[src/rcem_pkg.sv]
`timescale 1ns / 1ps
// ----------------------------------------------------------------------------
// rcem_pkg
// Shared constants and types for the Roberts cross edge magnitude block.
// ----------------------------------------------------------------------------
package rcem_pkg;

    localparam int MAX_WIDTH    = 1024;
    localparam int MAX_CHANNELS = 4;
    localparam int STORE_DEPTH  = MAX_WIDTH * MAX_CHANNELS;
    localparam int ADDR_W       = $clog2(STORE_DEPTH);
    localparam int COL_W        = $clog2(MAX_WIDTH);
    localparam int CH_W         = $clog2(MAX_CHANNELS);

    localparam int SAMPLE_W     = 8;
    localparam int LW_W         = 11;
    localparam int CC_W         = 3;
    localparam int CFG_IDX_W    = 1;
    localparam int CFG_DATA_W   = LW_W;

    // sum of two squared 9-bit differences
    localparam int SUM_W        = 17;
    localparam int MAG_MAX      = 255;

    localparam int Q_DEPTH      = 4;
    localparam int Q_PTR_W      = $clog2(Q_DEPTH);
    localparam int Q_CNT_W      = $clog2(Q_DEPTH + 1);

    localparam logic [LW_W-1:0] LW_RESET = LW_W'(640);
    localparam logic [CC_W-1:0] CC_RESET = CC_W'(3);

    localparam logic [CFG_IDX_W-1:0] REG_LINE_WIDTH    = CFG_IDX_W'(0);
    localparam logic [CFG_IDX_W-1:0] REG_CHANNEL_COUNT = CFG_IDX_W'(1);

    typedef struct packed {
        logic [SUM_W-1:0] sum;
        logic             row_end;
    } t_job;

endpackage

[src/rcem_back.sv]
`timescale 1ns / 1ps
// ----------------------------------------------------------------------------
// rcem_back
// Bit-pair square root, one step per cycle while not stalled, with saturation
// and a result register toward the output side; only the final step stalls.
// ----------------------------------------------------------------------------
module rcem_back
    import rcem_pkg::*;
(
    input  logic                i_clk,
    input  logic                i_rst_n,
    input  logic [Q_CNT_W-1:0]  i_q_count,
    input  t_job                i_q_head,
    output logic                o_q_pop,
    output logic                o_empty,
    input  logic                i_pop,
    output logic [SAMPLE_W-1:0] o_magnitude,
    output logic                o_row_end
);

    localparam logic [SUM_W-1:0] BIT_TOP = SUM_W'(1) << (SUM_W - 1);

    logic                r_busy;
    logic [SUM_W-1:0]    r_rem;
    logic [SUM_W-1:0]    r_root;
    logic [SUM_W-1:0]    r_bit;
    logic                r_job_row_end;
    logic                r_out_valid;
    logic [SAMPLE_W-1:0] r_out_mag;
    logic                r_out_row_end;

    logic [SUM_W-1:0]    trial;
    logic                fits;
    logic [SUM_W-1:0]    n_rem;
    logic [SUM_W-1:0]    n_root;
    logic                last;
    logic                out_free;
    logic                stall;

    always_comb begin
        trial  = r_root + r_bit;
        fits   = r_rem >= trial;
        n_rem  = fits ? r_rem - trial : r_rem;
        n_root = fits ? (r_root >> 1) + r_bit : (r_root >> 1);
    end

    assign last     = r_bit[0];
    assign out_free = !r_out_valid || i_pop;
    // hold the final step until the result register frees up
    assign stall    = r_busy && last && !out_free;
    assign o_q_pop  = !r_busy && (i_q_count != '0);

    always_ff @(posedge i_clk) begin
        if (!i_rst_n) begin
            r_busy      <= 1'b0;
            r_out_valid <= 1'b0;
        end else begin
            if (o_q_pop) begin
                r_busy <= 1'b1;
            end else if (r_busy && last && !stall) begin
                r_busy <= 1'b0;
            end
            if (r_busy && last && !stall) begin
                r_out_valid <= 1'b1;
            end else if (i_pop) begin
                r_out_valid <= 1'b0;
            end
        end
    end

    always_ff @(posedge i_clk) begin
        if (o_q_pop) begin
            r_rem         <= i_q_head.sum;
            r_root        <= '0;
            r_bit         <= BIT_TOP;
            r_job_row_end <= i_q_head.row_end;
        end else if (r_busy && !stall) begin
            r_rem  <= n_rem;
            r_root <= n_root;
            r_bit  <= r_bit >> 2;
        end
        if (r_busy && last && !stall) begin
            r_out_mag     <= (n_root > SUM_W'(MAG_MAX)) ? SAMPLE_W'(MAG_MAX)
                                                        : n_root[SAMPLE_W-1:0];
            r_out_row_end <= r_job_row_end;
        end
    end

    assign o_empty     = !r_out_valid;
    assign o_magnitude = r_out_mag;
    assign o_row_end   = r_out_row_end;

endmodule

[config.mk]
export PLATFORM = sky130hd
export DESIGN_NAME = rcem_back
export DESIGN_NICKNAME = d
export VERILOG_FILES = /design/src/rcem_pkg.sv /design/src/rcem_back.sv
export SDC_FILE = /design/constraint.sdc
export NUM_CORES = 1
export LEC_CHECK = 0
export BUFFER_PORTS_ARGS = -buffer_cell sky130_fd_sc_hd__buf_2
export CORE_MARGIN = 3
export CORE_UTILIZATION = 43
export DETAILED_ROUTE_END_ITERATION = 12
export PLACE_DENSITY = 0.73
export SLEW_MARGIN = 20
export SYNTH_ARGS = -nofsm -noshare
export SYNTH_HDL_FRONTEND = slang
export SYNTH_SLANG_ARGS = --single-unit
export TNS_END_PERCENT = 100
[constraint.sdc]
create_clock -name i_clk -period 5.7 [get_ports i_clk]
set_clock_uncertainty 0.2 [all_clocks]
set_input_delay 0.57 -clock i_clk [delete_from_list [all_inputs] [get_ports i_clk]]
set_output_delay 0.57 -clock i_clk [all_outputs]
set_load 0.02 [all_outputs]
---- Word-level counts from Yosys, hierarchy flattened ----
Index checks and enable logic that the tools add are counted.
word-level totals
  logic and storage cells ................. 37
  input bits .............................. 24
  register bits after elaboration ......... 55
cells by class
  muxes and demuxes ....................... 8
  $lt $le $gt $ge ......................... 2
  reduce and logical (&&, ||, !) cells .... 16
  $add $sub $neg .......................... 3
operators with widths
  kind                                                                   number
  17-bit 2-to-1 mux                                                      4
  16-bit by 17-bit adder with 17-bit output                              1
  17-bit adder                                                           1
  17-bit greater-or-equal comparator                                     1
  17-bit by 8-bit > comparator with 1-bit output, second input constant  1
  17-bit subtractor                                                      1
  2-bit nonzero test                                                     4
  1-bit logical AND                                                      5
  1-bit logical NOT                                                      4
  1-bit 2-to-1 mux                                                       4
  3-bit nonzero test                                                     1
  2-bit AND reduction                                                    1
  1-bit logical OR                                                       1

---- Longest topological paths before layout ----
  depth in word-level cells ............... 8
  mapped depth ............................ 19

---- Worst setup path before layout ----
Ideal clock, no wire load.
  path type ............................... flip-flop to flip-flop
  from .................................... register r_bit[0]
  to ...................................... register r_rem[0], enable pin
  library setup time ...................... 0.397 ns
  stages on the path, launching flop included .. 18
  required time ........................... 5.103 ns
  clock period less this slack ............ 4.700 ns
  data arrival time ....................... 4.102 ns
  path buffers ............................ 1
  slack ................................... 1.000 ns
  cell sequence ........................... dfxtp_1 > ha_1 > ha_1 > a21oi_1 > o21bai_1 > a31o_2 > a31o_2 > a31o_1 > nor2b_1 > or4_1 > nand3_1 > ha_1 > and3_1 > nand3_1 > o21bai_1 > and2_1 > buf_4 > o22ai_1
between the ends
  longest elaborated chain between the ends .. 6
  elaborated cells between the ends (all ways) .. 9
RTL lines
  element                                                               line             RTL
  start, declared                                                       rcem_back.sv:26  logic [SUM_W-1:0] r_bit;
  start signal, assigned                                                rcem_back.sv:80  r_bit <= r_bit >> 2;
  parallel branches: the longest is 5 deep, another holds 17-bit adder  n/a
  2-bit AND reduction (no source line) *                                n/a
  end signal, assigned                                                  rcem_back.sv:73  r_rem <= i_q_head.sum;
  end signal, assigned                                                  rcem_back.sv:78  r_rem <= n_rem;
  end, declared                                                         rcem_back.sv:24  logic [SUM_W-1:0] r_rem;
Every way passes the cells marked *.
A chain may end at the register's enable or synchronous reset.

---- Final worst setup path ----
  from .................................... register r_bit[0]
  to ...................................... register r_out_mag[7], in the netlist o_magnitude[7], data pin
between the ends
  longest elaborated chain between the ends .. 4
  elaborated cells between the ends (all ways) .. 5
RTL lines
  element                                         line             RTL
  17-bit adder                                    rcem_back.sv:41  trial = r_root + r_bit;
  17-bit greater-or-equal comparator              rcem_back.sv:42  fits = r_rem >= trial;
  17-bit 2-to-1 mux *                             rcem_back.sv:44  n_root = fits ? (r_root >> 1) + r_bit : (r_root >> 1);
  17-bit by 8-bit > comparator with 1-bit output  rcem_back.sv:83  r_out_mag <= (n_root > SUM_W'(MAG_MAX)) ? SAMPLE_W'(MAG_MAX)
  end signal, assigned                            rcem_back.sv:83
  end, declared                                   rcem_back.sv:29  logic [SAMPLE_W-1:0] r_out_mag;
Every way passes the cells marked *; elsewhere a longest branch is shown, timed or not.

==> impl_metrics.ini <==
[route]
routedWlPerCell_um = 14.4
drc = 0
drt-initial-drc-count = 171
ant_nets = 0
first_pass_iters = 4
routed_wl_mm = 8.53
vias_per_cell = 5.63
vias = 3346

[worst_setup_path]
crit_buf_inv = 0
r2r_start = r_bit[0]
critPathMaxStageDelay_ns = 0.55
cp-start-kind = flip-flop
critPathSlowestCell = a221oi_1
crit_path_max_fanout = 11
crit_family = compound AO/OA/AOI/OAI gates
critPathRequiredTime_ns = 5.56
r2r-end = o_magnitude[7]
worstSetupPathType = reg2reg
crit_path_end_kind = flip-flop
reg2reg_slack_ns = 0.45
cp_cell_sequence = ha_1, ha_1, a21oi_1, o21bai_1, a31o_2, a31o_2, a31o_1, nor2b_1, or4_1, nand3_1, ha_1, and3_1, a221oi_1, and2_1, nand2_1, a221oi_4, nand2_1
crit_path_frequent_cell = ha_1
cp_data_arrival_time_ns = 5.11
ff2ff_path_depth = 17

[timing]
period_share = 0.922
max_slew_margin = 0.371
fin_setup_tns_ns = 0
fmax_mhz = 190
holdWs_ns = 0.225
rsz0062_at_grt = no
slew_viol_final = 0
finalHoldViolations = 0
tightest_slew_ns = 0.944
min_period_ns = 5.25
setup_violations = 0

[placement]
gp_congestion = 0.948
io_buffers = 34
post-dp-hpwl_mm = 6.34

[finish]
nFillCells = 831
nNetsFinal = 545
multiInputGateArea_um2 = 2440
diodes = 0
drive_gt1_frac = 0.119
seq_area_um2 = 1370
syn2layout_area_growth_pct = 8.62

[min_path]
min_to = r_job_row_end
worstHoldStart = i_q_head[0]
hold_depth = 1
hp-class = in2reg

[logic_synthesis]
ys_seq_area_frac = 0.347
yosys.area.top_type_share = 0.205
synth.distinct_cells = 58
syn_area_per_cell_um2 = 8.60
synth_top_cell_by_area = edfxtp_1
synth_area_leaders = edfxtp_1 21%, dfxtp_1 14%, ha_1 11%
syn_nets = 519
synthesis.area_um2 = 3950
async_flop_share = 0
yosysWarnings = 0
syn_inst = 459
ys.flop_type = dfxtp_1
synth_edf_count = 27
synth-seq-cells = 55

[global_route]
grt-ovfl-total = 0
grt_pass1_wl_mm = 14.8
grtUsageTotal = 0.174
antenna_found_initial = 0
grt_max_degree = 46
grt_pass1_vias = 3282

[floorplan]
dieHeight_um = 102
dieWidth_um = 102
num_io_pins = 35
core_area_um2 = 8810
dieArea_um2 = 10400
start_util = 0.448
rows = 34

[clocking]
cts.path.max_buffers = 2
clk_latency_ns = 0.32
cts_setup_buffers = 0
cts_root_buf = clkbuf_8
htree_levels = 2
cts_tree = done
numCtsBuffers = 5
cts-resized-gates = 0
ctsHoldBuffers = 0
clock_sinks = 55
path_clk_slew_ns = 0.11

[pwr]
p_leak_nw = 1.72
peakVddDrop_mv = 0.252
power_density_nw_per_um2 = 452

[outcome]
outcome = finished, final reports clean

[flow_run]
cap_violations = 0
## cell usage in the layout, fill, tap and decap left out, types with 18 or more instances in the layout
cell type and count:
nand2_1 81, nor2_1 27, xnor2_1 22, edfxtp_1 27, xor2_1 18, a21oi_1 30, dfxtp_1 28, buf_2 34
ha_1 35, o21ai_0 37
## synth_stat cells, types with 2 or more instances
| cell type | number |
|---|---|
| nand2_1 | 81 |
| o21ai_0 | 37 |
| ha_1 | 35 |
| a21oi_1 | 30 |
| nor2_1 | 29 |
| dfxtp_1 | 28 |
| edfxtp_1 | 27 |
| xnor2_1 | 22 |
| xor2_1 | 18 |
| inv_1 | 16 |
| clkbuf_1 | 11 |
| a31oi_1 | 9 |
| nand3_1 | 9 |
| o21bai_1 | 8 |
| a21o_1 | 7 |
| nor2b_1 | 7 |
| mux2i_1 | 6 |
| o21a_1 | 5 |
| o21ai_1 | 5 |
| a211oi_1 | 4 |
| and3_1 | 4 |
| nand4_1 | 4 |
| nor3_1 | 4 |
| a31o_2 | 3 |
| a41oi_1 | 3 |
| buf_4 | 3 |
| o31a_1 | 3 |
| a21boi_0 | 2 |
| a22oi_1 | 2 |
| a31o_1 | 2 |
| buf_2 | 2 |
| nand2b_1 | 2 |
| nor4_1 | 2 |
| o31ai_1 | 2 |
| or2_2 | 2 |
| or4_1 | 2 |
| or4_4 | 2 |
## layer usage
metal	vias to the layer above	part of all wire	routed length [um]	GRT usage
met5	-	0	0	0
met4	0	0.0082	70	0.0434
met3	6	0.045	386	0.0259
met2	78	0.48	4060	0.302
met1	1552	0.47	4010	0.228
li1	1710	-	-	-
## kinds of logic after synthesis
group	after synthesis	share of synthesized area
AND/OR/NAND/NOR	155	0.178
AO/OA/AOI/OAI	133	0.216
flip-flops	55	0.347
XOR/XNOR	40	0.0887
adder cells (fa/ha/maj)	36	0.116
buffers and inverters	33	0.0352
multiplexers	7	0.0181
## worst reg2reg max path, delay by kind of cell (launching register included)
family | cells | cell delay, ns
simple gates | 7 | 1.64
flops | 1 | 0.39
compound gates | 7 | 2.06
fa+ha+maj | 3 | 0.70
## flip-flops by register name (all words and copies together) (netlist names)
signal and count:
r_busy 1, o_magnitude 8, r_job_row_end 1, o_row_end 1
r_bit 9, r_root 17, r_out_valid 1, r_rem 17
## metrics by stage
step | setup WS (ns) | utilization | total power, mW | area, um^2 | instances
5_1_grt | 0.119 | 0.487 | 2.11 | 4290 | 594
3_3_place_gp | 0.750 | 0.476 | 1.67 | 4190 | 586
2_1_floorplan | 1.00 | - | 1.49 | 3950 | 459
6_report | 0.446 | 0.487 | 1.94 | 4290 | 594
4_1_cts | 0.477 | 0.487 | 1.95 | 4290 | 594
3_5_place_dp | 0.520 | 0.476 | 1.71 | 4190 | 586
## worst max-delay path by stage
stage / startpoint / endpoint / slack, ns / depth (start not counted)
floorplan: r_bit[0] / r_rem[0] / 1.00 / 17
global placement: r_bit[0] / o_magnitude[7] / 0.75 / 17
detailed placement: r_bit[0] / o_magnitude[7] / 0.52 / 17
CTS: r_bit[0] / o_magnitude[7] / 0.48 / 17
global route: r_root[2] / o_magnitude[4] / 0.12 / 16
finish: r_bit[0] / o_magnitude[7] / 0.45 / 17
## where the power goes
group | switching (mW) | internal, mW
sequential | 0.0693 | 0.562
combinational | 0.630 | 0.443
clock | 0.145 | 0.0901
total | 0.845 | 1.09
## final cells by class
class / instances / area share
flip-flops and latches: 55 / 0.320
well taps: 108 / 0.0315
repair buffers: 36 / 0.0432
clock inverters: 3 / 0.00584
inverters: 16 / 0.0140
clock buffers: 5 / 0.0160
multi-input cells: 371 / 0.570
Power figures use the tool's default switching activity.
