<file path="src/rcem_pkg.sv">
`timescale 1ns / 1ps
// ----------------------------------------------------------------------------
// rcem_pkg
// Shared constants and types for the Roberts cross edge magnitude block.
// ----------------------------------------------------------------------------
package rcem_pkg;

    localparam int MAX_WIDTH    = 1024;
    localparam int MAX_CHANNELS = 4;
    localparam int STORE_DEPTH  = MAX_WIDTH * MAX_CHANNELS;
    localparam int ADDR_W       = $clog2(STORE_DEPTH);
    localparam int COL_W        = $clog2(MAX_WIDTH);
    localparam int CH_W         = $clog2(MAX_CHANNELS);

    localparam int SAMPLE_W     = 8;
    localparam int LW_W         = 11;
    localparam int CC_W         = 3;
    localparam int CFG_IDX_W    = 1;
    localparam int CFG_DATA_W   = LW_W;

    // sum of two squared 9-bit differences
    localparam int SUM_W        = 17;
    localparam int MAG_MAX      = 255;

    localparam int Q_DEPTH      = 4;
    localparam int Q_PTR_W      = $clog2(Q_DEPTH);
    localparam int Q_CNT_W      = $clog2(Q_DEPTH + 1);

    localparam logic [LW_W-1:0] LW_RESET = LW_W'(640);
    localparam logic [CC_W-1:0] CC_RESET = CC_W'(3);

    localparam logic [CFG_IDX_W-1:0] REG_LINE_WIDTH    = CFG_IDX_W'(0);
    localparam logic [CFG_IDX_W-1:0] REG_CHANNEL_COUNT = CFG_IDX_W'(1);

    typedef struct packed {
        logic [SUM_W-1:0] sum;
        logic             row_end;
    } t_job;

endpackage

</file>
<file path="src/rcem_fifo.sv">
`timescale 1ns / 1ps
// ----------------------------------------------------------------------------
// rcem_fifo
// Short job queue between the front end and the square root unit.
// ----------------------------------------------------------------------------
module rcem_fifo
    import rcem_pkg::*;
(
    input  logic               i_clk,
    input  logic               i_rst_n,
    input  logic               i_push,
    input  t_job               i_job,
    input  logic               i_pop,
    output t_job               o_head,
    output logic [Q_CNT_W-1:0] o_count
);

    t_job               r_mem [Q_DEPTH];
    logic [Q_PTR_W-1:0] r_wr_ptr, n_wr_ptr;
    logic [Q_PTR_W-1:0] r_rd_ptr, n_rd_ptr;
    logic [Q_CNT_W-1:0] r_count, n_count;

    always_comb begin
        n_wr_ptr = r_wr_ptr;
        n_rd_ptr = r_rd_ptr;
        n_count  = r_count;
        if (i_push) begin
            n_wr_ptr = (r_wr_ptr == Q_PTR_W'(Q_DEPTH - 1)) ? '0 : r_wr_ptr + 1'b1;
        end
        if (i_pop) begin
            n_rd_ptr = (r_rd_ptr == Q_PTR_W'(Q_DEPTH - 1)) ? '0 : r_rd_ptr + 1'b1;
        end
        if (i_push && !i_pop) begin
            n_count = r_count + 1'b1;
        end else if (!i_push && i_pop) begin
            n_count = r_count - 1'b1;
        end
    end

    always_ff @(posedge i_clk) begin
        if (!i_rst_n) begin
            r_wr_ptr <= '0;
            r_rd_ptr <= '0;
            r_count  <= '0;
        end else begin
            r_wr_ptr <= n_wr_ptr;
            r_rd_ptr <= n_rd_ptr;
            r_count  <= n_count;
        end
    end

    always_ff @(posedge i_clk) begin
        if (i_push) begin
            r_mem[r_wr_ptr] <= i_job;
        end
    end

    assign o_head  = r_mem[r_rd_ptr];
    assign o_count = r_count;

endmodule

</file>
<file path="config.mk">
export PLATFORM = sky130hd
export DESIGN_NAME = rcem_fifo
export DESIGN_NICKNAME = d
export VERILOG_FILES = /design/src/rcem_pkg.sv /design/src/rcem_fifo.sv
export SDC_FILE = /design/constraint.sdc
export NUM_CORES = 1
export LEC_CHECK = 0
export BUFFER_PORTS_ARGS = -buffer_cell sky130_fd_sc_hd__buf_2
export CAP_MARGIN = 0
export CORE_ASPECT_RATIO = 0.6
export CORE_MARGIN = 5
export CORE_UTILIZATION = 41
export DETAILED_ROUTE_END_ITERATION = 10
export GPL_TIMING_DRIVEN = 0
export HOLD_SLACK_MARGIN = 0.03
export PLACE_DENSITY = 0.63
export SLEW_MARGIN = 20
export SYNTH_ARGS = -nofsm -noshare
export SYNTH_HDL_FRONTEND = slang
export SYNTH_SLANG_ARGS = --single-unit
</file>
<file path="constraint.sdc">
create_clock -name i_clk -period 2.95 [get_ports i_clk]
set_clock_uncertainty 0.05 [all_clocks]
set_input_delay 0.885 -clock i_clk [delete_from_list [all_inputs] [get_ports i_clk]]
set_output_delay 0.885 -clock i_clk [all_outputs]
set_load 0.005 [all_outputs]
</file>
# Word level (Yosys, flattened, before mapping)
# Memory sizes are Yosys's and may differ from the RTL's. A register that Yosys moved wholly into a read port is not among the register bits.
# Cells that the tools add are included.
# classes
div_mod_pow	0
shift	0
n_mux	8
n_mul	0
n_bitwise	0
add_sub_neg	4
n_lt_le_gt_ge	0
reduce_logical	5
eq_ne	2
# op_table
cell	count
$mux W2	4
$mux W3	2
$add A2 B1 Y2 const B	2
$eq A2 B2 Y1 const B	2
$add A3 B1 Y3 const B	1
$sub A3 B1 Y3 const B	1
$logic_and A1 B1 Y1	2
$logic_not A1 Y1	2
$mux W1	2
$reduce_bool A2 Y1	1
# word_totals
memories	1
reg_bits	7
output_inout_bits	21
inputBits	22
ramBits	72
latch_bits	0
wordCells	23
mem_bits_ro	0
# mem_list
memory	words	word_bits	rd	rd_clocked_by_memory_dff	write_ports	line	text
r_mem	4	18	1	1	1	rcem_fifo.sv:18	t_job r_mem [Q_DEPTH];

# Depth between registers and ports, before layout
# Gate-level depths: netlist of run 1.
# depth
ltp_word	4
ltp_mapped	7
mapped_depth_nobuf	7

# Worst setup path before layout of run 1
# No wires, ideal clock.
# synth_path
kind	input -> register
startpoint	input i_pop
endpoint	register r_count[2], in the netlist o_count[2]
n_path_buf	0
path_stages	7
setup_slack_ns	0.735
arrival_ns	2.089
path_cell_list	inv_1 > ha_1 > inv_1 > fa_1 > xor2_1 > or3_1 > a21boi_0
# synth_via
elab_chain_cells	3
word_cells_on_any_way	5
cone_classes	mux: 1; reduce/logical: 4
# synth_lines
element	line	text
start, declared	rcem_fifo.sv:13	input logic i_pop,
$logic_not A1 Y1	rcem_fifo.sv:33	if (i_push && !i_pop) begin
$logic_and A1 B1 Y1	rcem_fifo.sv:33	
$mux W3 / $reduce_bool A2 Y1 (equally long branches)	n/a	
end signal, assigned	rcem_fifo.sv:48	r_count <= n_count;
end, declared	rcem_fifo.sv:21	logic [Q_CNT_W-1:0] r_count, n_count;
# Several ways; a longest one is shown, not always the timed one.
# A chain may end at the register's enable or synchronous reset.

==> results of run 1 <==
==> logic make-up after synthesis <==
family / synth area share [%]
AND/OR/NAND/NOR: 2.515
XOR/XNOR: 0.5681
adder cells (fa/ha/maj): 3.083
buffers and inverters: 1.825
multiplexers: 15.42
flip-flops: 75.94
AO/OA/AOI/OAI: 0.6491
==> final timing paths <==
path                        to        start  cells after the start  slack [ns]
hold / removal      o_count[2]   o_count[2]                      2        0.46
setup / recovery     o_head[6]         flop                      4        0.33
hold reg to reg     o_count[2]   o_count[2]                      2        0.46
setup reg to reg  r_mem[2][15]  r_wr_ptr[0]                      3        1.15
==> final cells by class <==
class                      instances  area [um2]
clock buffer                      11       232.7
tap                              104       130.1
multi-input combinational         47       685.7
clock inverter                     5       80.08
fill                             581        3560
inverter                           4       15.01
timing repair buffer              42       210.2
sequential                        81        2342
buffer                             4       41.29
==> power by group through the flow <==
stage,sequential (W),clock [W],combinational (W)
floorplan,0.00135,0,0.000128
global placement,0.00135,0,0.000214
detailed placement,0.00136,0,0.000228
CTS,0.00133,0.00117,0.000228
global route,0.00134,0.00121,0.000246
finish,0.00133,0.00114,0.000221
==> worst reg2reg max path, cell delays in order, from the launching register on <==
cell and delay [ns]:
dfxtp_1 0.35, inv_1 0.10, ha_1 0.16, and2_1 0.75
==> state kept, by name (all words and copies together) (netlist names), named ones only <==
signal and flops:
o_count 3, r_mem 72, r_rd_ptr 2, r_wr_ptr 2
==> layer usage <==
layer,up-vias,track usage (%),wire length (um)
li1,659,-,-
met1,728,14.05,2199
met2,30,20.54,2721
met3,9,4.779,261
met4,0,5.369,101
met5,-,0,0
==> cell usage after synthesis <==
cell,count
buf_2,2
ha_1,6
inv_1,4
nor2_1,1
fa_1,1
nor2b_1,5
mux4_1,8
and2_1,5
buf_12,1
mux2i_1,4
xnor2_1,1
buf_6,1
o21ai_0,1
xor2_1,1
or3_1,1
dfxtp_1,9
a21boi_0,1
o21a_1,1
mux4_2,10
nor3_1,1
edfxtp_1,72
==> metrics by stage <==
stage / total power [W] / instance area [um2]
global placement: 0.001564 / 3425
detailed placement: 0.001584 / 3425
CTS: 0.002725 / 3737
global route: 0.002793 / 3737
floorplan: 0.001478 / 3084
finish: 0.002691 / 3737
==> impl_results.md, run 1 <==
- Die height: 77.18 um
- Nets@finish: 218
- Die area: 9414 um2
- CP dominant cell by count: buf_2
- Internal power: 0.002161 W
- Tot GR Track Use: 12.30%
- Avg WL per Cell: 17.73 um
- Static Leakage: 1.333 nW
- Critical path required time: 2.02 ns
- Reg power frac: 49.5%
- DRC: 0
- Cell Rows: 24
- CTS tree: yes
- Comb pwr share: 8.2%
- Core ar.: 7297 um2
- Power Dens Cells: 719.9 nW/um2
- P_sw: 0.0005292 W
- Commonest non-fill, non-tap cell in the layout: edfxtp_1
- CP max FO: 10
- Vias in the first global route: 1603
- Most frequent cells in the layout: edfxtp_1 (72), buf_2 (44), mux4_2 (10)
- Setup CP Type: reg -> out
- Final WL: 5.284 mm
- Top-area cell type share of the netlist area: 70.10%
- Crit-path cells: buf_2, buf_2, mux4_2, buf_2
- Largest net degree at the start of global routing: 19
- Worst skew pair latency: 0.33 ns
- Share of cells above drive strength 1: 36.08%
- Final Max Slew Viols: 0
- Buffers & Inverters on Critical Path: 3
- Iter 0 DRT Violations: 72
- Clk root buf: clkbuf_16
- Fmax: 0.3811 GHz
- Routed via count: 1426
- Routability cong.: 0.6530
- Final Worst Setup Slack: 0.3263 ns
- Clock share of power: 42.3%
- Slew margin rel.: 36.81%
- CP max-delay cell: mux4_2
- Setup bufs post-CTS: 0
- #FFs+latches synth: 81
- Cells after synthesis: 136
- Number of nets with antenna violations after routing: 0
- I/O pins: 43
- Post-CTS Hold Fix Bufs: 0
- Setup TNS: 0 ns
- Yosys top cell by area: edfxtp_1
- CTS max path bufs: 2
- Die X: 122.0 um
- Via density: 4.785
- CP max stage delay: 0.37 ns
- Crit-path leading delay family: buffers and inverters
- Measured slew at the worst slew-check pin: 0.9479 ns
- Critical Path AT: 1.69 ns
- Syn Area/Cell: 22.68 um2
- Crit path capture type: output port
- Register area share after synthesis: 75.94%
- Final Hold Slack: 0.4598 ns
- Core Util, Final: 51.22%
- Non-filler cells, final: 298
- Num CTS Buffers: 9
- Final number of setup-violating endpoints: 0
- Yosys warns: 0
- Dpl cells: 282
- Period utilisation layout: 88.94%
- First-pass GRT wire length: 8.369 mm
- Netlist Area Pre-Place: 3084 um2
- Hold Vio Cnt, Final: 0
- Startpoint type of the worst setup path: flop
- RSZ-0062 raised after global routing: false
- DP HPWL: 3.590 mm
- Net Sw Frac: 19.67%
- Run status: completed
- Total grt overflow: 0
- Antenna violations before repair: 0
- Clock transition at path regs: 0.05 ns
- Area Overhead vs Synth: 21.18%
- Max IR drop VDD: 0.2597 mV
- Area contributors post-synth: edfxtp_1 (70%), mux4_2 (7.3%), mux4_1 (6.8%)
- Post-Syn Nets: 165
- Yosys cell types: 21
- Crit path time final: 2.624 ns
- CTS resizes: 0
- Drt pass-1 iters: 4
- Max cap viols: 0
- Max H-tree Level: 3
- Worst min-delay path class: reg -> reg
- CTS Sinks: 81
- Effective utilization at floorplan: 42.27%
- N_diodes: 0
- Placement Setup Slack: 0.4554 ns
- I/O Buffers: 42
Power figures use the tool's default switching activity.
==> inputs of run 2 (changes only) <==
==> constraint.sdc (replaced) <==
create_clock -name i_clk -period 2.56 [get_ports i_clk]
set_clock_uncertainty 0.05 [all_clocks]
set_input_delay 0.768 -clock i_clk [delete_from_list [all_inputs] [get_ports i_clk]]
set_output_delay 0.768 -clock i_clk [all_outputs]
set_load 0.005 [all_outputs]
==> run 2 against run 1 <==
Net effect: first-iteration DRC count unchanged; critical path depth unchanged; clock-buffer cell count unchanged; highest routed layer unchanged; wire length about the same.
==> impl_results.md, run 2 (synthesis gave the netlist of run 1 again) <==
- Area Overhead vs Synth: 21.26%
- Iter 0 DRT Violations: 72
- Clock transition at path regs: 0.05 ns
- I/O pins: 43
- Reg power frac: 49.5%
- Fmax: 0.4023 GHz
- Setup TNS: 0 ns
- Final number of setup-violating endpoints: 0
- CTS Sinks: 81
- CP max stage delay: 0.53 ns
- Final Max Slew Viols: 0
- Static Leakage: 1.333 nW
- Drt pass-1 iters: 4
- Clk root buf: clkbuf_16
- Die height: 77.18 um
- Commonest non-fill, non-tap cell in the layout: edfxtp_1
- Crit path time final: 2.485 ns
- Critical Path AT: 1.67 ns
- CTS max path bufs: 2
- Nets@finish: 218
- Buffers & Inverters on Critical Path: 3
- CP max FO: 10
- I/O Buffers: 42
- Critical path required time: 1.74 ns
- Largest register by flop count: r_mem
- DP HPWL: 3.590 mm
- Routability cong.: 0.6530
- DRC: 0
- Die area: 9414 um2
- Net Sw Frac: 19.66%
- N_diodes: 0
- Avg WL per Cell: 17.73 um
- Period utilisation layout: 97.09%
- Run status: completed
- CP max-delay cell: mux4_2
- Final WL: 5.285 mm
- Internal power: 0.002491 W
- Slew margin rel.: 36.81%
- Max IR drop VDD: 0.2987 mV
- P_sw: 0.0006098 W
- Hold Vio Cnt, Final: 0
- Largest net degree at the start of global routing: 19
- Clock share of power: 42.3%
- CTS tree: yes
- Core ar.: 7297 um2
- Share of cells above drive strength 1: 36.08%
- Setup CP Type: reg -> out
- Antenna violations before repair: 0
- Power Dens Cells: 829.2 nW/um2
- Max cap viols: 0
- Die X: 122.0 um
- Measured slew at the worst slew-check pin: 0.9479 ns
- Worst min-delay path class: reg -> reg
- Number of nets with antenna violations after routing: 0
- Footprint of the multi-input gates: 685.7 um2
- Crit-path cells: buf_6, buf_12, mux4_2, buf_2
- RSZ-0062 raised after global routing: false
- Effective utilization at floorplan: 42.27%
- Total grt overflow: 0
- Total power: 0.003101 W
- Startpoint type of the worst setup path: flop
- Crit path capture type: output port
- Worst skew pair latency: 0.33 ns
- Tot GR Track Use: 12.30%
- Max reg flops: 72
- Max H-tree Level: 3
- Via density: 4.802
- Filler cell count in the final layout: 580
- Crit-path leading delay family: multiplexers
- Cell Rows: 24
- Vias in the first global route: 1603
- First-pass GRT wire length: 8.369 mm
- Comb pwr share: 8.2%
- Most frequent cells in the layout: edfxtp_1 (72), buf_2 (43), mux4_2 (10)
- Num CTS Buffers: 9
- FF+latch area: 2342 um2
- Routed via count: 1431
## run 2: cell types whose count changed in the layout (fill, tap and decap cells not counted), sizes merged
| cell | previous run | this run |
|---|---|---|
| buf | 46 | 45 |
| clkbuf | 11 | 12 |
## run 2: final cells by class
cell class | count | share of cell area [%]
multi-input cells | 47 | 18.33
plain buffers | 4 | 1.171
flip-flops and latches | 81 | 62.63
inverters | 4 | 0.4015
well taps | 104 | 3.479
clock inverters | 5 | 2.141
clock buffers | 11 | 6.223
repair buffers | 42 | 5.621
## run 2: through the flow
step / cell area (um2) / util, % / hold slack (ns) / worst slack [ns] / cells
finish: 3740 / 51.25 / 0.4598 / 0.07453 / 298
global route: 3740 / 51.25 / 0.5203 / 0.005760 / 298
CTS: 3737 / 51.22 / 0.4624 / 0.02085 / 298
detailed placement: 3425 / 46.93 / 0.4538 / 0.1824 / 282
global placement: 3425 / 46.93 / 0.4213 / 0.2772 / 282
floorplan: 3084 / - / 0.4308 / 0.4625 / 136
## run 2: power by group through the flow
| stage | Sequential, W | Combinational [W] | Clock [W] |
|---|---|---|---|
| CTS | 0.00154 | 0.000263 | 0.00134 |
| floorplan | 0.00156 | 0.000148 | 0 |
| detailed placement | 0.00156 | 0.000262 | 0 |
| global route | 0.00154 | 0.000284 | 0.00140 |
| finish | 0.00153 | 0.000255 | 0.00131 |
| global placement | 0.00156 | 0.000247 | 0 |
## run 2: layer usage
layer | vias to the layer above | track usage, % | share of wire, %
li1 | 660 | - | -
met1 | 732 | 14.05 | 42
met2 | 30 | 20.54 | 51
met3 | 9 | 4.779 | 4.9
met4 | 0 | 5.369 | 1.9
met5 | - | 0 | 0
## run 2: tightest hold or removal path: stages (launching register included)
cell	delay (ns)
dfxtp_1	0.31
o21ai_0	0.07
a21boi_0	0.08
## run 2: repair_timing
item,CTS,global route
setup buffers,0,0
hold buffers,0,0
endpoints found under the setup margin,0,8
resized for setup,0,1
## run 2: path summary, 6_finish.rpt
path / start / end / slack, ns / cells past startpoint
setup reg to reg: r_wr_ptr[0] / r_mem[2][15] / 0.76 / 3
hold reg to reg: o_count[2] / o_count[2] / 0.46 / 2
setup / recovery: flop / o_head[6] / 0.07 / 4
hold / removal: o_count[2] / o_count[2] / 0.46 / 2
==> inputs of run 3 (changes only) <==
--- a/config.mk
+++ b/config.mk
@@ -5,6 +5,7 @@
 export SDC_FILE = /design/constraint.sdc
 export NUM_CORES = 1
 export LEC_CHECK = 0
+export ABC_AREA = 1
 export BUFFER_PORTS_ARGS = -buffer_cell sky130_fd_sc_hd__buf_2
 export CAP_MARGIN = 0
 export CORE_ASPECT_RATIO = 0.6
==> run 3 against run 2 <==
Net effect: power shrank 1.2%; clock-buffer cell count shrank 1; via count grew 35%; register-to-register slack gained 0.08 ns; die area grew 2.7%; wire length grew 23%; largest power group unchanged.
==> impl_results.md, run 3 <==
- Die area: 9670 um2
- Drt pass-1 iters: 4
- Worst min-delay path class: reg -> reg
- I/O Buffers: 42
- Die X: 123.7 um
- Yosys cell types: 21
- CTS max path bufs: 2
- Reg2Reg Depth: 3
- #FFs+latches synth: 81
- Static Leakage: 1.442 nW
- Area Overhead vs Synth: 19.76%
- Critical path endpoint: o_head[9]
- Antenna violations before repair: 0
- Critical Path Stages: 6
- Crit-path cells: buf_6, clkinv_2, buf_6, o21ai_1, o22ai_1, buf_2
- RSZ-0062 raised after global routing: false
- Yosys top cell by area: edfxtp_1
- Total grt overflow: 0
- Power Dens Cells: 805.0 nW/um2
- Number of synthesized flops with an enable pin: 72
- Async SR Flop Fraction: 0%
- Final Worst Setup Slack: 0.2585 ns
- Via density: 4.908
- Syn Area/Cell: 13.76 um2
- Die height: 78.20 um
- Routability cong.: 0.7636
- Count leader, synth: edfxtp_1
- Critical path required time: 1.74 ns
- CTS resizes: 0
- Max IR drop VDD: 0.4777 mV
- Placement Setup Slack: 0.4842 ns
- Avg WL per Cell: 16.52 um
- Net Sw Frac: 22.36%
- R2R Path End: r_mem[3][10]
- Max cap viols: 0
- CP dominant cell by count: buf_6
- Register area share after synthesis: 73.70%
- Nets@finish: 313
- P_sw: 0.0006853 W
- Crit path capture type: output port
- First-pass GRT wire length: 10.44 mm
- Largest register by flop count: r_mem
- Run status: completed
- Yosys warns: 0
- CTS tree: yes
- Startpoint type of the worst setup path: flop
- Crit-path leading delay family: buffers and inverters
- CTS Sinks: 81
- N_diodes: 0
- Most frequent cells in the layout: edfxtp_1 (72), nor2_1 (44), buf_2 (42)
- FF+latch area: 2342 um2
- Clock share of power: 40.0%
- Crit path time final: 2.302 ns
- Vias in the first global route: 2008
- Filler cell count in the final layout: 663
- I/O pins: 43
- Period utilisation layout: 89.90%
- Slew margin rel.: 42.24%
- DRC: 0
- Setup TNS: 0 ns
- Max H-tree Level: 3
- Post-Syn Nets: 260
- Buffers & Inverters on Critical Path: 4
- Internal power: 0.002379 W
- Area contributors post-synth: edfxtp_1 (68%), dfxtp_1 (5.7%), nor2_1 (5.2%)
- Hold Vio Cnt, Final: 0
- Core ar.: 7387 um2
- Max reg flops: 72
- CP max-delay cell: dfxtp_1
- Tot GR Track Use: 14.30%
- Dpl cells: 377
- Commonest non-fill, non-tap cell in the layout: edfxtp_1
- Iter 0 DRT Violations: 141
- Clk root buf: clkbuf_16
- Setup bufs post-CTS: 0
- Footprint of the multi-input gates: 654.4 um2
- Share of cells above drive strength 1: 24.22%
- CP max stage delay: 0.30 ns
- Final Max Slew Viols: 0
- Most used DFF post-synth: edfxtp_1
- Fmax: 0.4345 GHz
- Worst flop-to-flop path startpoint: r_wr_ptr[0]
- Netlist Area Pre-Place: 3178 um2
- Post-CTS Hold Fix Bufs: 0
- Top-area cell type share of the netlist area: 68.03%
- Measured slew at the worst slew-check pin: 0.8655 ns
- Clock transition at path regs: 0.05 ns
- R2R Setup Slk: 0.84 ns
- Most frequent cells after synthesis: edfxtp_1 (72), nor2_1 (44), o21ai_0 (25)
- Num CTS Buffers: 9
- Worst skew pair latency: 0.33 ns
- Reg power frac: 49.9%
- Final number of setup-violating endpoints: 0
- CP max FO: 10
- Largest net degree at the start of global routing: 19
- Total power: 0.003064 W
- Critical Path AT: 1.48 ns
- Comb pwr share: 10.1%
- Cell Rows: 24
- Routed via count: 1929
- Cells after synthesis: 231
- Number of nets with antenna violations after routing: 0
- Final WL: 6.492 mm
- DP HPWL: 4.193 mm
- Non-filler cells, final: 393
- Effective utilization at floorplan: 43.02%
- Setup CP Type: reg -> out
==> run 3: final cells by class <==
type,instances,share of cell area (%)
sequential,81,61.54
multi-input combinational,124,17.19
clock buffer,10,6.016
timing repair buffer,42,5.523
tap,104,3.419
buffer,10,2.959
inverter,16,1.808
clock inverter,6,1.545
==> run 3: power by group through the flow <==
stage                     clock network [W]  registers (W)  logic [W]
after floorplan                           0        0.00155   0.000180
after global placement                    0        0.00155   0.000309
after detailed placement                  0        0.00156   0.000314
after CTS                           0.00125        0.00153   0.000316
after global routing                0.00132        0.00153   0.000347
final                               0.00123        0.00153   0.000310
==> run 3: how the worst min path moves through the flow <==
stage                      startpoint           to  slack, ns  cells past startpoint
after floorplan           r_wr_ptr[1]  r_wr_ptr[1]       0.44                      2
after global placement     o_count[1]   o_count[1]       0.46                      2
after detailed placement   o_count[2]   o_count[2]       0.47                      4
after CTS                  o_count[2]   o_count[2]       0.48                      4
after global routing       o_count[1]   o_count[1]       0.51                      2
final                      o_count[2]   o_count[2]       0.47                      4
==> run 3: layer usage <==
layer / vias to the layer above / wire length, um / GRT usage (%) / share of wire (%)
li1: 940 / - / - / -
met1: 923 / 3124 / 19.61 / 48
met2: 58 / 2890 / 21.19 / 45
met3: 8 / 400 / 5.172 / 6.2
met4: 0 / 76 / 4.641 / 1.2
met5: - / 0 / 0 / 0
==> run 3: kinds of logic (layout without fill, tap and decap cells) <==
group	after synthesis	after routing	share of synthesized area [%]
xor gates and xnor gates	1	1	0.2756
and+or+nand+nor	56	56	6.811
AOI/OAI and AO/OA	60	60	10.51
DFF	81	81	73.70
adders and majority gates	7	7	2.992
buffers and inverters	26	84	5.708
==> run 3: per-stage QoR <==
stage	hold slack, ns	cell area [um2]	util [%]
final	0.4723	3806	51.52
after global routing	0.5104	3806	51.52
after CTS	0.4789	3806	51.52
after detailed placement	0.4696	3518	47.63
after global placement	0.4624	3518	47.63
after floorplan	0.4397	3178	-
==> run 3: worst reg2reg max path, stage by stage, from the launching register on <==
cell and delay, ns:
dfxtp_1 0.40, ha_1 0.21, nand2_1 0.07, inv_1 0.62
